$ cat src/sv/swst_pkg.sv
`timescale 1ns / 1ps
`default_nettype none
// ---------------------------------------------------------------------------
// swst_pkg
// Shared types, widths, codes and the arithmetic micro-program of the
// sphere wrap state tracker.
// ---------------------------------------------------------------------------
package swst_pkg;

  localparam int COORD_BITS = 20;
  localparam int COUNT_BITS = 16;
  localparam int PROJ_BITS  = 24;
  localparam int RAD_W      = 19;
  localparam int DIFF_W     = COORD_BITS + 1;
  localparam int SPLIT      = 22;
  localparam int VEC_W      = 2 * SPLIT;
  localparam int OPND_W     = SPLIT + 1;
  localparam int PROD_W     = 2 * OPND_W;
  localparam int ACC_W      = 2 * VEC_W;

  localparam int IN_FIELD_W = 1 + 9 * COORD_BITS + PROJ_BITS;
  localparam int IN_DATA_W  = ((IN_FIELD_W + 7) / 8) * 8;
  localparam int OUT_DATA_W = (((2 + COUNT_BITS) + 7) / 8) * 8;

  localparam int OFS_OP   = 0;
  localparam int OFS_PT   = 1;
  localparam int OFS_PROJ = 1 + 9 * COORD_BITS;

  localparam logic [RAD_W-1:0] RAD_RESET = RAD_W'(256);

  localparam logic signed [COUNT_BITS-1:0] COUNT_MAX = {1'b0, {(COUNT_BITS-1){1'b1}}};
  localparam logic signed [COUNT_BITS-1:0] COUNT_MIN = {1'b1, {(COUNT_BITS-1){1'b0}}};

  localparam logic [1:0] MODE_OFF = 2'd0;
  localparam logic [1:0] MODE_POS = 2'd1;
  localparam logic [1:0] MODE_NEG = 2'd2;

  localparam logic OP_GEOM = 1'b0;
  localparam logic OP_PROJ = 1'b1;

  // operand sources
  localparam logic [4:0] SEL_A0  = 5'd0;
  localparam logic [4:0] SEL_A1  = 5'd1;
  localparam logic [4:0] SEL_A2  = 5'd2;
  localparam logic [4:0] SEL_B0  = 5'd3;
  localparam logic [4:0] SEL_B1  = 5'd4;
  localparam logic [4:0] SEL_B2  = 5'd5;
  localparam logic [4:0] SEL_D0  = 5'd6;
  localparam logic [4:0] SEL_D1  = 5'd7;
  localparam logic [4:0] SEL_D2  = 5'd8;
  localparam logic [4:0] SEL_N0  = 5'd9;
  localparam logic [4:0] SEL_N1  = 5'd10;
  localparam logic [4:0] SEL_N2  = 5'd11;
  localparam logic [4:0] SEL_AD0 = 5'd12;
  localparam logic [4:0] SEL_AD1 = 5'd13;
  localparam logic [4:0] SEL_AD2 = 5'd14;
  localparam logic [4:0] SEL_NP0 = 5'd15;
  localparam logic [4:0] SEL_NP1 = 5'd16;
  localparam logic [4:0] SEL_NP2 = 5'd17;
  localparam logic [4:0] SEL_DD  = 5'd18;
  localparam logic [4:0] SEL_RR  = 5'd19;
  localparam logic [4:0] SEL_RAD = 5'd20;

  // operand slices: short value, low unsigned half, high signed half
  localparam logic [1:0] SL_S = 2'd0;
  localparam logic [1:0] SL_L = 2'd1;
  localparam logic [1:0] SL_H = 2'd2;

  localparam logic [1:0] ACC_SET = 2'd0;
  localparam logic [1:0] ACC_ADD = 2'd1;
  localparam logic [1:0] ACC_SUB = 2'd2;

  localparam logic [3:0] WB_NONE  = 4'd0;
  localparam logic [3:0] WB_N0    = 4'd1;
  localparam logic [3:0] WB_N1    = 4'd2;
  localparam logic [3:0] WB_N2    = 4'd3;
  localparam logic [3:0] WB_AD0   = 4'd4;
  localparam logic [3:0] WB_AD1   = 4'd5;
  localparam logic [3:0] WB_AD2   = 4'd6;
  localparam logic [3:0] WB_DD    = 4'd7;
  localparam logic [3:0] WB_RR    = 4'd8;
  localparam logic [3:0] WB_AB    = 4'd9;
  localparam logic [3:0] WB_BELOW = 4'd10;
  localparam logic [3:0] WB_FLIP  = 4'd11;

  localparam int NUM_UOPS = 47;
  localparam int STEP_W   = $clog2(NUM_UOPS);

  typedef struct packed {
    logic [4:0] xsel;
    logic [1:0] xsl;
    logic [4:0] ysel;
    logic [1:0] ysl;
    logic [1:0] accop;
    logic [3:0] wb;
  } uop_t;

  typedef struct packed {
    logic load;
    logic uop_valid;
    uop_t uop;
    logic geo_commit;
    logic proj_commit;
  } dp_cmd_t;

  function automatic uop_t mk(logic [4:0] xs, logic [1:0] xl, logic [4:0] ys,
                              logic [1:0] yl, logic [1:0] op, logic [3:0] wb);
    uop_t u;
    u.xsel  = xs;
    u.xsl   = xl;
    u.ysel  = ys;
    u.ysl   = yl;
    u.accop = op;
    u.wb    = wb;
    return u;
  endfunction

  // cross products, |d|^2, r^2, a.b, |a x d|^2 - r^2|d|^2, n.n_prev
  function automatic uop_t ucode(logic [STEP_W-1:0] step);
    uop_t u;
    u = mk(SEL_A0, SL_S, SEL_A0, SL_S, ACC_ADD, WB_NONE);
    case (step)
      6'd0:  u = mk(SEL_A1, SL_S, SEL_B2, SL_S, ACC_SET, WB_NONE);
      6'd1:  u = mk(SEL_A2, SL_S, SEL_B1, SL_S, ACC_SUB, WB_N0);
      6'd2:  u = mk(SEL_A2, SL_S, SEL_B0, SL_S, ACC_SET, WB_NONE);
      6'd3:  u = mk(SEL_A0, SL_S, SEL_B2, SL_S, ACC_SUB, WB_N1);
      6'd4:  u = mk(SEL_A0, SL_S, SEL_B1, SL_S, ACC_SET, WB_NONE);
      6'd5:  u = mk(SEL_A1, SL_S, SEL_B0, SL_S, ACC_SUB, WB_N2);
      6'd6:  u = mk(SEL_A1, SL_S, SEL_D2, SL_S, ACC_SET, WB_NONE);
      6'd7:  u = mk(SEL_A2, SL_S, SEL_D1, SL_S, ACC_SUB, WB_AD0);
      6'd8:  u = mk(SEL_A2, SL_S, SEL_D0, SL_S, ACC_SET, WB_NONE);
      6'd9:  u = mk(SEL_A0, SL_S, SEL_D2, SL_S, ACC_SUB, WB_AD1);
      6'd10: u = mk(SEL_A0, SL_S, SEL_D1, SL_S, ACC_SET, WB_NONE);
      6'd11: u = mk(SEL_A1, SL_S, SEL_D0, SL_S, ACC_SUB, WB_AD2);
      6'd12: u = mk(SEL_D0, SL_S, SEL_D0, SL_S, ACC_SET, WB_NONE);
      6'd13: u = mk(SEL_D1, SL_S, SEL_D1, SL_S, ACC_ADD, WB_NONE);
      6'd14: u = mk(SEL_D2, SL_S, SEL_D2, SL_S, ACC_ADD, WB_DD);
      6'd15: u = mk(SEL_RAD, SL_S, SEL_RAD, SL_S, ACC_SET, WB_RR);
      6'd16: u = mk(SEL_A0, SL_S, SEL_B0, SL_S, ACC_SET, WB_NONE);
      6'd17: u = mk(SEL_A1, SL_S, SEL_B1, SL_S, ACC_ADD, WB_NONE);
      6'd18: u = mk(SEL_A2, SL_S, SEL_B2, SL_S, ACC_ADD, WB_AB);
      6'd19: u = mk(SEL_AD0, SL_L, SEL_AD0, SL_L, ACC_SET, WB_NONE);
      6'd20: u = mk(SEL_AD0, SL_L, SEL_AD0, SL_H, ACC_ADD, WB_NONE);
      6'd21: u = mk(SEL_AD0, SL_H, SEL_AD0, SL_L, ACC_ADD, WB_NONE);
      6'd22: u = mk(SEL_AD0, SL_H, SEL_AD0, SL_H, ACC_ADD, WB_NONE);
      6'd23: u = mk(SEL_AD1, SL_L, SEL_AD1, SL_L, ACC_ADD, WB_NONE);
      6'd24: u = mk(SEL_AD1, SL_L, SEL_AD1, SL_H, ACC_ADD, WB_NONE);
      6'd25: u = mk(SEL_AD1, SL_H, SEL_AD1, SL_L, ACC_ADD, WB_NONE);
      6'd26: u = mk(SEL_AD1, SL_H, SEL_AD1, SL_H, ACC_ADD, WB_NONE);
      6'd27: u = mk(SEL_AD2, SL_L, SEL_AD2, SL_L, ACC_ADD, WB_NONE);
      6'd28: u = mk(SEL_AD2, SL_L, SEL_AD2, SL_H, ACC_ADD, WB_NONE);
      6'd29: u = mk(SEL_AD2, SL_H, SEL_AD2, SL_L, ACC_ADD, WB_NONE);
      6'd30: u = mk(SEL_AD2, SL_H, SEL_AD2, SL_H, ACC_ADD, WB_NONE);
      6'd31: u = mk(SEL_RR, SL_L, SEL_DD, SL_L, ACC_SUB, WB_NONE);
      6'd32: u = mk(SEL_RR, SL_L, SEL_DD, SL_H, ACC_SUB, WB_NONE);
      6'd33: u = mk(SEL_RR, SL_H, SEL_DD, SL_L, ACC_SUB, WB_NONE);
      6'd34: u = mk(SEL_RR, SL_H, SEL_DD, SL_H, ACC_SUB, WB_BELOW);
      6'd35: u = mk(SEL_N0, SL_L, SEL_NP0, SL_L, ACC_SET, WB_NONE);
      6'd36: u = mk(SEL_N0, SL_L, SEL_NP0, SL_H, ACC_ADD, WB_NONE);
      6'd37: u = mk(SEL_N0, SL_H, SEL_NP0, SL_L, ACC_ADD, WB_NONE);
      6'd38: u = mk(SEL_N0, SL_H, SEL_NP0, SL_H, ACC_ADD, WB_NONE);
      6'd39: u = mk(SEL_N1, SL_L, SEL_NP1, SL_L, ACC_ADD, WB_NONE);
      6'd40: u = mk(SEL_N1, SL_L, SEL_NP1, SL_H, ACC_ADD, WB_NONE);
      6'd41: u = mk(SEL_N1, SL_H, SEL_NP1, SL_L, ACC_ADD, WB_NONE);
      6'd42: u = mk(SEL_N1, SL_H, SEL_NP1, SL_H, ACC_ADD, WB_NONE);
      6'd43: u = mk(SEL_N2, SL_L, SEL_NP2, SL_L, ACC_ADD, WB_NONE);
      6'd44: u = mk(SEL_N2, SL_L, SEL_NP2, SL_H, ACC_ADD, WB_NONE);
      6'd45: u = mk(SEL_N2, SL_H, SEL_NP2, SL_L, ACC_ADD, WB_NONE);
      6'd46: u = mk(SEL_N2, SL_H, SEL_NP2, SL_H, ACC_ADD, WB_FLIP);
      default: u = mk(SEL_A0, SL_S, SEL_A0, SL_S, ACC_ADD, WB_NONE);
    endcase
    return u;
  endfunction

endpackage
`default_nettype wire

$ cat src/sv/sphere_wrap_state_tracker_unit.sv
// geometry item: one shared 23x23 multiplier runs a 47-step multiply-accumulate
//   program in S_RUN, then the item passes through S_DRAIN to S_DONE and commits
// projection item: goes from S_IDLE straight to S_DONE and commits, skipping the program
// next item is taken the cycle after the commit; a waiting result holds the
//   commit back
// reset (rst_n low, synchronous): not wrapping, counter 0, radius 256
`timescale 1ns / 1ps
`default_nettype none
// ---------------------------------------------------------------------------
// sphere_wrap_state_tracker_unit
// Tracks wrapping of a path around a sphere and a revolution counter.
// ---------------------------------------------------------------------------
module sphere_wrap_state_tracker_unit (
  input  wire logic                                clk,
  input  wire logic                                rst_n,
  input  wire logic                                in_tvalid,
  output logic                                     in_tready,
  // operation, insert_x/y/z, fix_x/y/z, centre_x/y/z, proj_value
  input  wire logic [swst_pkg::IN_DATA_W-1:0]      in_tdata,
  output logic                                     out_tvalid,
  input  wire logic                                out_tready,
  // wrap_mode, revolutions
  output logic [swst_pkg::OUT_DATA_W-1:0]          out_tdata,
  input  wire logic                                cfg_wr_en,
  input  wire logic [swst_pkg::RAD_W-1:0]          cfg_wr_data
);

  swst_pkg::dp_cmd_t cmd;
  logic [1:0] mode;
  logic signed [swst_pkg::COUNT_BITS-1:0] revolutions;

  swst_ctrl u_ctrl (
    .clk        (clk),
    .rst_n      (rst_n),
    .in_tvalid  (in_tvalid),
    .in_tready  (in_tready),
    .in_op      (in_tdata[swst_pkg::OFS_OP]),
    .out_tvalid (out_tvalid),
    .out_tready (out_tready),
    .cmd        (cmd)
  );

  swst_datapath u_dp (
    .clk         (clk),
    .rst_n       (rst_n),
    .cmd         (cmd),
    .in_tdata    (in_tdata),
    .cfg_wr_en   (cfg_wr_en),
    .cfg_wr_data (cfg_wr_data),
    .mode        (mode),
    .revolutions (revolutions)
  );

  assign out_tdata = {{(swst_pkg::OUT_DATA_W - 2 - swst_pkg::COUNT_BITS){1'b0}},
                      revolutions, mode};

`ifndef NO_ASSERTIONS
  a_busy_after_accept: assert property (@(posedge clk) disable iff (!rst_n)
    (in_tvalid && in_tready) |=> !in_tready)
    else $error("input accepted while an item is in flight");

  a_result_from_busy: assert property (@(posedge clk) disable iff (!rst_n)
    $rose(out_tvalid) |-> !$past(in_tready))
    else $error("result appeared without an item in flight");

  a_geo_only_after_run: assert property (@(posedge clk) disable iff (!rst_n)
    cmd.geo_commit |-> !cmd.uop_valid && !$past(cmd.uop_valid))
    else $error("geometry commit before the program drained");
`endif

endmodule
`default_nettype wire

$ cat src/sv/swst_datapath.sv
`timescale 1ns / 1ps
`default_nettype none
// ---------------------------------------------------------------------------
// swst_datapath
// Difference vectors, shared multiply-accumulate unit and the wrap state
// registers (mode, previous normal, projection sign, revolution counter).
// ---------------------------------------------------------------------------
module swst_datapath (
  input  wire logic                                clk,
  input  wire logic                                rst_n,
  input  wire swst_pkg::dp_cmd_t                   cmd,
  input  wire logic [swst_pkg::IN_DATA_W-1:0]      in_tdata,
  input  wire logic                                cfg_wr_en,
  input  wire logic [swst_pkg::RAD_W-1:0]          cfg_wr_data,
  output logic [1:0]                               mode,
  output logic signed [swst_pkg::COUNT_BITS-1:0]   revolutions
);

  localparam int CW = swst_pkg::COORD_BITS;
  localparam int DW = swst_pkg::DIFF_W;
  localparam int VW = swst_pkg::VEC_W;
  localparam int OW = swst_pkg::OPND_W;
  localparam int PW = swst_pkg::PROD_W;
  localparam int AW = swst_pkg::ACC_W;
  localparam int SP = swst_pkg::SPLIT;

  logic [swst_pkg::RAD_W-1:0] radius_r;

  logic signed [DW-1:0] a_r [3];
  logic signed [DW-1:0] b_r [3];
  logic signed [DW-1:0] d_r [3];
  logic signed [VW-1:0] n_r [3];
  logic signed [VW-1:0] ad_r [3];
  logic signed [VW-1:0] np_r [3];
  logic signed [VW-1:0] dd_r;
  logic signed [VW-1:0] rr_r;

  logic signed [PW-1:0] prod_r;
  logic                 pv_r;
  logic [1:0]           hcnt_r;
  logic [1:0]           accop_r;
  logic [3:0]           wb_r;
  logic signed [AW-1:0] acc_r;
  logic signed [AW-1:0] acc_nxt;

  logic ab_neg_r, below_r, flip_r;
  logic s_pos_r, s_neg_r;
  logic prev_pos_r, prev_neg_r;
  logic first_r;
  logic [1:0] mode_r, mode_nxt;
  logic signed [swst_pkg::COUNT_BITS-1:0] rev_r, rev_nxt;

  logic signed [CW-1:0] pt [9];
  logic signed [VW-1:0] xsrc, ysrc;
  logic signed [OW-1:0] xop, yop;
  logic signed [AW-1:0] pext, psh;
  logic az, bz, dz, below, above, flip;
  logic inc, dec;

  always_comb begin
    for (int i = 0; i < 9; i++) begin
      pt[i] = in_tdata[swst_pkg::OFS_PT + i*CW +: CW];
    end
  end

  function automatic logic signed [VW-1:0] pick(
      input logic [4:0] sel,
      input logic signed [DW-1:0] av [3], input logic signed [DW-1:0] bv [3],
      input logic signed [DW-1:0] dv [3], input logic signed [VW-1:0] nv [3],
      input logic signed [VW-1:0] adv [3], input logic signed [VW-1:0] npv [3],
      input logic signed [VW-1:0] ddv, input logic signed [VW-1:0] rrv,
      input logic [swst_pkg::RAD_W-1:0] rad);
    logic signed [VW-1:0] v;
    unique case (sel)
      swst_pkg::SEL_A0:  v = VW'(av[0]);
      swst_pkg::SEL_A1:  v = VW'(av[1]);
      swst_pkg::SEL_A2:  v = VW'(av[2]);
      swst_pkg::SEL_B0:  v = VW'(bv[0]);
      swst_pkg::SEL_B1:  v = VW'(bv[1]);
      swst_pkg::SEL_B2:  v = VW'(bv[2]);
      swst_pkg::SEL_D0:  v = VW'(dv[0]);
      swst_pkg::SEL_D1:  v = VW'(dv[1]);
      swst_pkg::SEL_D2:  v = VW'(dv[2]);
      swst_pkg::SEL_N0:  v = nv[0];
      swst_pkg::SEL_N1:  v = nv[1];
      swst_pkg::SEL_N2:  v = nv[2];
      swst_pkg::SEL_AD0: v = adv[0];
      swst_pkg::SEL_AD1: v = adv[1];
      swst_pkg::SEL_AD2: v = adv[2];
      swst_pkg::SEL_NP0: v = npv[0];
      swst_pkg::SEL_NP1: v = npv[1];
      swst_pkg::SEL_NP2: v = npv[2];
      swst_pkg::SEL_DD:  v = ddv;
      swst_pkg::SEL_RR:  v = rrv;
      swst_pkg::SEL_RAD: v = $signed({{(VW-swst_pkg::RAD_W){1'b0}}, rad});
      default:           v = '0;
    endcase
    return v;
  endfunction

  function automatic logic signed [OW-1:0] slice(input logic [1:0] sl,
                                                 input logic signed [VW-1:0] v);
    logic signed [OW-1:0] o;
    unique case (sl)
      swst_pkg::SL_S: o = v[OW-1:0];
      swst_pkg::SL_L: o = $signed({1'b0, v[SP-1:0]});
      swst_pkg::SL_H: o = $signed({v[VW-1], v[VW-1:SP]});
      default:        o = '0;
    endcase
    return o;
  endfunction

  always_comb begin
    xsrc = pick(cmd.uop.xsel, a_r, b_r, d_r, n_r, ad_r, np_r, dd_r, rr_r, radius_r);
    ysrc = pick(cmd.uop.ysel, a_r, b_r, d_r, n_r, ad_r, np_r, dd_r, rr_r, radius_r);
    xop  = slice(cmd.uop.xsl, xsrc);
    yop  = slice(cmd.uop.ysl, ysrc);
  end

  // partial product weighted by 2^(22 * number of high halves)
  always_comb begin
    pext = AW'(prod_r);
    case (hcnt_r)
      2'd1:    psh = pext <<< SP;
      2'd2:    psh = pext <<< (2*SP);
      default: psh = pext;
    endcase
    acc_nxt = acc_r;
    if (pv_r) begin
      case (accop_r)
        swst_pkg::ACC_SET: acc_nxt = psh;
        swst_pkg::ACC_SUB: acc_nxt = acc_r - psh;
        default:           acc_nxt = acc_r + psh;
      endcase
    end
  end

  always_ff @(posedge clk) begin
    if (!rst_n) begin
      radius_r <= swst_pkg::RAD_RESET;
      pv_r     <= 1'b0;
    end else begin
      if (cfg_wr_en) begin
        radius_r <= cfg_wr_data;
      end
      pv_r <= cmd.uop_valid;
    end
  end

  always_ff @(posedge clk) begin
    if (cmd.load) begin
      for (int k = 0; k < 3; k++) begin
        a_r[k] <= DW'(pt[k]) - DW'(pt[6+k]);
        b_r[k] <= DW'(pt[3+k]) - DW'(pt[6+k]);
        d_r[k] <= DW'(pt[k]) - DW'(pt[3+k]);
      end
      s_neg_r <= in_tdata[swst_pkg::OFS_PROJ + swst_pkg::PROJ_BITS - 1];
      s_pos_r <= !in_tdata[swst_pkg::OFS_PROJ + swst_pkg::PROJ_BITS - 1] &&
                 (in_tdata[swst_pkg::OFS_PROJ +: swst_pkg::PROJ_BITS] != '0);
    end
    prod_r  <= xop * yop;
    hcnt_r  <= 2'((cmd.uop.xsl == swst_pkg::SL_H)) + 2'((cmd.uop.ysl == swst_pkg::SL_H));
    accop_r <= cmd.uop.accop;
    wb_r    <= cmd.uop.wb;
    acc_r   <= acc_nxt;
    if (pv_r) begin
      case (wb_r)
        swst_pkg::WB_N0:    n_r[0]   <= acc_nxt[VW-1:0];
        swst_pkg::WB_N1:    n_r[1]   <= acc_nxt[VW-1:0];
        swst_pkg::WB_N2:    n_r[2]   <= acc_nxt[VW-1:0];
        swst_pkg::WB_AD0:   ad_r[0]  <= acc_nxt[VW-1:0];
        swst_pkg::WB_AD1:   ad_r[1]  <= acc_nxt[VW-1:0];
        swst_pkg::WB_AD2:   ad_r[2]  <= acc_nxt[VW-1:0];
        swst_pkg::WB_DD:    dd_r     <= acc_nxt[VW-1:0];
        swst_pkg::WB_RR:    rr_r     <= acc_nxt[VW-1:0];
        swst_pkg::WB_AB:    ab_neg_r <= acc_nxt[AW-1];
        swst_pkg::WB_BELOW: below_r  <= acc_nxt[AW-1];
        swst_pkg::WB_FLIP:  flip_r   <= acc_nxt[AW-1];
        default: ;
      endcase
    end
  end

  always_comb begin
    az    = (a_r[0] == '0) && (a_r[1] == '0) && (a_r[2] == '0);
    bz    = (b_r[0] == '0) && (b_r[1] == '0) && (b_r[2] == '0);
    dz    = (d_r[0] == '0) && (d_r[1] == '0) && (d_r[2] == '0);
    below = !az && !dz && below_r;
    above = !az && !dz && !below_r;
    // first geometry item has no previous normal, never a flip
    flip  = flip_r && !first_r;

    mode_nxt = mode_r;
    case (mode_r)
      swst_pkg::MODE_OFF: begin
        if (below && !bz && ab_neg_r) begin
          mode_nxt = swst_pkg::MODE_POS;
        end
      end
      swst_pkg::MODE_POS: begin
        if (above && rev_r == '0) begin
          mode_nxt = swst_pkg::MODE_OFF;
        end else if (flip) begin
          mode_nxt = swst_pkg::MODE_NEG;
        end
      end
      swst_pkg::MODE_NEG: begin
        if (flip) begin
          mode_nxt = swst_pkg::MODE_POS;
        end
      end
      default: mode_nxt = mode_r;
    endcase

    inc = 1'b0;
    dec = 1'b0;
    if (mode_r == swst_pkg::MODE_POS) begin
      inc = prev_pos_r && s_neg_r;
      dec = prev_neg_r && s_pos_r;
    end else if (mode_r == swst_pkg::MODE_NEG) begin
      inc = prev_neg_r && s_pos_r;
      dec = prev_pos_r && s_neg_r;
    end
    rev_nxt = rev_r;
    if (inc && rev_r != swst_pkg::COUNT_MAX) begin
      rev_nxt = rev_r + 1'b1;
    end else if (dec && rev_r != swst_pkg::COUNT_MIN) begin
      rev_nxt = rev_r - 1'b1;
    end
  end

  always_ff @(posedge clk) begin
    if (!rst_n) begin
      mode_r     <= swst_pkg::MODE_OFF;
      rev_r      <= '0;
      prev_pos_r <= 1'b0;
      prev_neg_r <= 1'b0;
      first_r    <= 1'b1;
      for (int k = 0; k < 3; k++) begin
        np_r[k] <= '0;
      end
    end else if (cmd.geo_commit) begin
      mode_r  <= mode_nxt;
      first_r <= 1'b0;
      for (int k = 0; k < 3; k++) begin
        np_r[k] <= n_r[k];
      end
      if (first_r) begin
        prev_pos_r <= 1'b0;
        prev_neg_r <= 1'b0;
      end
    end else if (cmd.proj_commit) begin
      rev_r      <= rev_nxt;
      prev_pos_r <= s_pos_r;
      prev_neg_r <= s_neg_r;
    end
  end

  assign mode        = mode_r;
  assign revolutions = rev_r;

endmodule
`default_nettype wire

$ cat src/sv/swst_ctrl.sv
`timescale 1ns / 1ps
`default_nettype none
// ---------------------------------------------------------------------------
// swst_ctrl
// Sequencer: accepts an item, steps the multiply-accumulate program for
// geometry items and commits the state when the output slot is free.
// ---------------------------------------------------------------------------
module swst_ctrl (
  input  wire logic              clk,
  input  wire logic              rst_n,
  input  wire logic              in_tvalid,
  output logic                   in_tready,
  input  wire logic              in_op,
  output logic                   out_tvalid,
  input  wire logic              out_tready,
  output swst_pkg::dp_cmd_t      cmd
);

  localparam logic [1:0] S_IDLE  = 2'd0;
  localparam logic [1:0] S_RUN   = 2'd1;
  localparam logic [1:0] S_DRAIN = 2'd2;
  localparam logic [1:0] S_DONE  = 2'd3;

  logic [1:0] state_r, state_nxt;
  logic [swst_pkg::STEP_W-1:0] step_r, step_nxt;
  logic is_proj_r;
  logic out_valid_r;
  logic accept, slot_free, commit;

  assign in_tready = (state_r == S_IDLE);
  assign accept    = in_tvalid && in_tready;
  assign slot_free = !out_valid_r || out_tready;
  assign commit    = (state_r == S_DONE) && slot_free;

  always_comb begin
    state_nxt = state_r;
    step_nxt  = step_r;
    unique case (state_r)
      S_IDLE: begin
        step_nxt = '0;
        if (accept) begin
          state_nxt = (in_op == swst_pkg::OP_PROJ) ? S_DONE : S_RUN;
        end
      end
      S_RUN: begin
        step_nxt = step_r + 1'b1;
        if (step_r == swst_pkg::STEP_W'(swst_pkg::NUM_UOPS - 1)) begin
          state_nxt = S_DRAIN;
        end
      end
      S_DRAIN: state_nxt = S_DONE;
      S_DONE: begin
        if (slot_free) begin
          state_nxt = S_IDLE;
        end
      end
      default: state_nxt = S_IDLE;
    endcase
  end

  always_ff @(posedge clk) begin
    if (!rst_n) begin
      state_r     <= S_IDLE;
      step_r      <= '0;
      is_proj_r   <= 1'b0;
      out_valid_r <= 1'b0;
    end else begin
      state_r <= state_nxt;
      step_r  <= step_nxt;
      if (accept) begin
        is_proj_r <= (in_op == swst_pkg::OP_PROJ);
      end
      if (commit) begin
        out_valid_r <= 1'b1;
      end else if (out_tready) begin
        out_valid_r <= 1'b0;
      end
    end
  end

  always_comb begin
    cmd.load        = accept;
    cmd.uop_valid   = (state_r == S_RUN);
    cmd.uop         = swst_pkg::ucode(step_r);
    cmd.geo_commit  = commit && !is_proj_r;
    cmd.proj_commit = commit && is_proj_r;
  end

  assign out_tvalid = out_valid_r;

endmodule
`default_nettype wire

$ cat config.mk
export PLATFORM = sky130hd
export DESIGN_NAME = sphere_wrap_state_tracker_unit
export DESIGN_NICKNAME = d
export VERILOG_FILES = /design/src/sv/swst_pkg.sv /design/src/sv/sphere_wrap_state_tracker_unit.sv /design/src/sv/swst_datapath.sv /design/src/sv/swst_ctrl.sv
export SDC_FILE = /design/constraint.sdc
export NUM_CORES = 2
export LEC_CHECK = 0
export BUFFER_PORTS_ARGS = -buffer_cell sky130_fd_sc_hd__buf_4
export CAP_MARGIN = 10
export CELL_PAD_IN_SITES_DETAIL_PLACEMENT = 0
export CELL_PAD_IN_SITES_GLOBAL_PLACEMENT = 1
export CORE_MARGIN = 10
export CORE_UTILIZATION = 25
export CTS_BUF_LIST = sky130_fd_sc_hd__clkbuf_8 sky130_fd_sc_hd__clkbuf_16
export DETAILED_ROUTE_END_ITERATION = 16
export PLACE_DENSITY = 0.46
export SLEW_MARGIN = 20
export SYNTH_ARGS = -nofsm -noshare
export SYNTH_HDL_FRONTEND = slang
export SYNTH_HIERARCHICAL = 1
export SYNTH_SLANG_ARGS = --single-unit
$ cat constraint.sdc
create_clock -name clk -period 22.1 [get_ports clk]
set_input_delay 4.42 -clock clk [delete_from_list [all_inputs] [get_ports clk]]
set_output_delay 4.42 -clock clk [all_outputs]
set_load 0.005 [all_outputs]
==> results.py <==
metrics = {
    "die": {
        "fp.coreArea_um2": 303000,
        "rows": 202,
        "die_w_um": 571,
        "die-area_um2": 327000,
        "pin_count": 258,
        "initial_utilization": 0.251,
        "die_h_um": 571,
    },
    "drt": {
        "drc": 0,
        "drt_pass1_iterations": 9,
        "post_drt_wl_per_cell_um": 28.1,
        "wl_met1_mm": 150,
        "final_antenna_net_count": 0,
        "top_layer_used": "met5",
        "met3WireLength_mm": 25.2,
        "dr_wl_met2_mm": 152,
        "drt_first_iter_violations": 7028,
        "wl_mm": 343,
        "vias_per_cell": 5.27,
        "vias": 64322,
    },
    "timing": {
        "max_freq_mhz": 80.0,
        "finalCriticalPeriod_ns": 12.49,
        "tns_ns": 0,
        "grt_setup_unrepaired": "no",
        "setup_violations": 0,
        "tightest_slew_ns": 1.26,
        "timing_hold_violations_final": 0,
        "finalMaxSlewViolations": 0,
        "fin_skew_ns": 0.0816,
        "min_period_over_period": 0.565,
        "timing.slew.headroom": 0.161,
    },
    "yosys": {
        "ys_async_sr_fraction": 0,
        "ys.flop_type": "edfxtp_1",
        "synth.yosys.seq_area_share": 0.312,
        "synth_edf_count": 589,
        "syn_avg_cell_area_um2": 9.48,
        "ys_types": 114,
        "synth_warnings": 6,
        "syn_inst": 8015,
        "mappedNetlistArea_um2": 76000,
        "ys_seq_elements": 891,
    },
    "min_path": {
        "hold_start": "u_ctrl/cmd[7]$_DFF_P_",
        "hp-class": "register to register",
    },
    "place": {
        "routabilityCongestion": 0.911,
        "dp_hpwl_mm": 245,
        "numPortBuffers": 248,
    },
    "setup_path": {
        "worstSetupStartpoint": "u_ctrl/cmd[17]$_DFF_P_",
        "startpoint_type": "register",
        "r2r_start": "u_ctrl/cmd[17]$_DFF_P_",
        "critPathBufInv": 9,
        "criticalPathCategory": "register to register",
        "crit_path_end_kind": "register",
        "reg2reg_slack_ns": 9.61,
        "cp_top_family": "adder cells",
        "path_max_fanout": 23,
        "cp.required_ns": 22.80,
        "slowest_delay_ns": 0.90,
        "arrival_ns": 13.19,
        "cp_slowest_cell": "dfxtp_1",
        "cpMostUsedCell": "fa_1",
    },
    "clock_tree": {
        "ctsLongestPathBuffers": 3,
        "clk_pin_slew_worst_paths_ns": 0.06,
        "cts_root_buf": "clkbuf_16",
        "clock-sinks": 891,
        "ctsHoldBuffers": 0,
        "cts_setup_buffers": 0,
        "htreeDepth": 3,
        "clock_latency_ns": 0.80,
        "numCtsBuffers": 114,
        "tritoncts": "built",
        "ctsResizeCount": 0,
    },
    "layout": {
        "area_delta_synth_final_pct": 14.4,
        "layout-drive-gt1-share": 0.137,
        "layout.nets": 9338,
    },
    "global_route": {
        "grt_pass1_wl_mm": 488,
        "antenna_found_initial": 32,
        "grt_remaining_overflow": 0,
        "grt_start_max_net_pins": 94,
        "grt.total_usage": 0.203,
        "grt_pass1_vias": 65877,
    },
    "outcome": {
        "status": "finished clean",
    },
    "job": {
        "maxCapViolCount": 0,
    },
}
## cells in the final DEF (no fill, tap or decap), types with 25 or more instances in the layout
| cell | count |
|---|---|
| a211oi_1 | 36 |
| a21boi_0 | 36 |
| a21o_1 | 110 |
| a21oi_1 | 379 |
| a21oi_2 | 33 |
| a221oi_1 | 162 |
| a222oi_1 | 49 |
| a22o_1 | 116 |
| a22oi_1 | 327 |
| a31oi_1 | 78 |
| and2_1 | 37 |
| and3_1 | 58 |
| buf_4 | 400 |
| clkbuf_16 | 118 |
| dfxtp_1 | 300 |
| edfxtp_1 | 589 |
| fa_1 | 576 |
| ha_1 | 430 |
| inv_1 | 933 |
| mux2i_1 | 210 |
| nand2_1 | 399 |
| nand2b_1 | 30 |
| nand3_1 | 136 |
| nand4_1 | 117 |
| nor2_1 | 637 |
| nor2_4 | 27 |
| nor2b_1 | 222 |
| nor3_1 | 94 |
| nor4_1 | 63 |
| o211ai_1 | 25 |
| o21a_1 | 35 |
| o21ai_0 | 284 |
| o21bai_1 | 30 |
| or2_2 | 320 |
| or3_1 | 31 |
| xnor2_1 | 231 |
| xor2_1 | 104 |
## worst reg2reg max path, delay by kind of cell (launching register included)
| kind | cells | cell delay, ns |
|---|---|---|
| compound gates | 9 | 2.95 |
| flops | 1 | 0.90 |
| simple gates | 10 | 2.54 |
| xor+xnor | 1 | 0.24 |
| fa+ha+maj | 8 | 3.91 |
| buf+inv | 9 | 1.84 |
## cell usage after synthesis, drive strengths merged (212+ instances only)
master / count / area share
mux2i: 212 / 0.028
a22oi: 327 / 0.032
xnor2: 231 / 0.027
dfxtp: 302 / 0.080
a21oi: 426 / 0.028
or2: 323 / 0.027
nor2: 684 / 0.034
fa: 576 / 0.15
clkbuf: 364 / 0.018
edfxtp: 589 / 0.23
o21ai: 296 / 0.020
ha: 431 / 0.071
nand2: 401 / 0.020
nor2b: 225 / 0.019
inv: 916 / 0.045
## routing by layer
layer | track usage | up-vias
li1 | - | 28463
met1 | 0.277 | 32309
met2 | 0.322 | 2868
met3 | 0.0324 | 678
met4 | 0.0755 | 4
met5 | 0 | -
## sequential cells by signal, indices dropped and copies added, names as in the netlist, 20 cells and up
name	cells
u_dp/b_r	63
u_dp/acc_r	88
u_ctrl/cmd	20
u_dp/d_r	63
u_dp/rr_r	44
u_dp/prod_r	46
u_dp/ad_r	132
u_dp/dd_r	44
u_dp/n_r	132
u_dp/np_r	132
u_dp/a_r	63
## path summary, 6_finish.rpt
path / cells past startpoint / end
setup reg to reg: 37 / u_dp/prod_r[43]$_DFF_P_
setup / recovery: 37 / u_dp/prod_r[43]$_DFF_P_
hold / removal: 0 / u_dp/accop_r[1]$_DFF_P_
hold reg to reg: 0 / u_dp/accop_r[1]$_DFF_P_
## metrics by stage
stage	setup WS (ns)	hold WS [ns]	cell area [um^2]	cells	utilization
finish	9.61	0.333	87000	12194	0.287
floorplan	12.88	0.310	76000	8020	-
detailed placement	9.85	0.315	82900	11961	0.274
global route	9.03	0.343	86900	12183	0.287
CTS	9.77	0.334	86900	12179	0.287
global placement	9.86	0.319	82900	11960	0.274
## kinds of logic (layout without fill, tap and decap cells)
logic type / count (synthesis) / in the layout / synth area share
other cells: 1 / 21 / 0.0000493
fa+ha+maj: 1007 / 1007 / 0.223
flops: 891 / 891 / 0.312
simple gates: 2291 / 2291 / 0.153
compound gates: 1913 / 1913 / 0.174
xor+xnor: 335 / 335 / 0.0386
mux: 221 / 221 / 0.0293
buf+inv: 1356 / 1537 / 0.0698
## area by class of cell
type	count	area, um^2
inverter	916	3440
sequential	891	23700
tap	3978	4980
clock inverter	85	807
fill	31982	216000
timing repair buffer	403	3050
multi-input combinational	5773	47800
antenna	15	37.5
clock buffer	133	3160
Power is not shown: default switching activity piles up to over one toggle a cycle in this logic, so the estimate is an artifact.
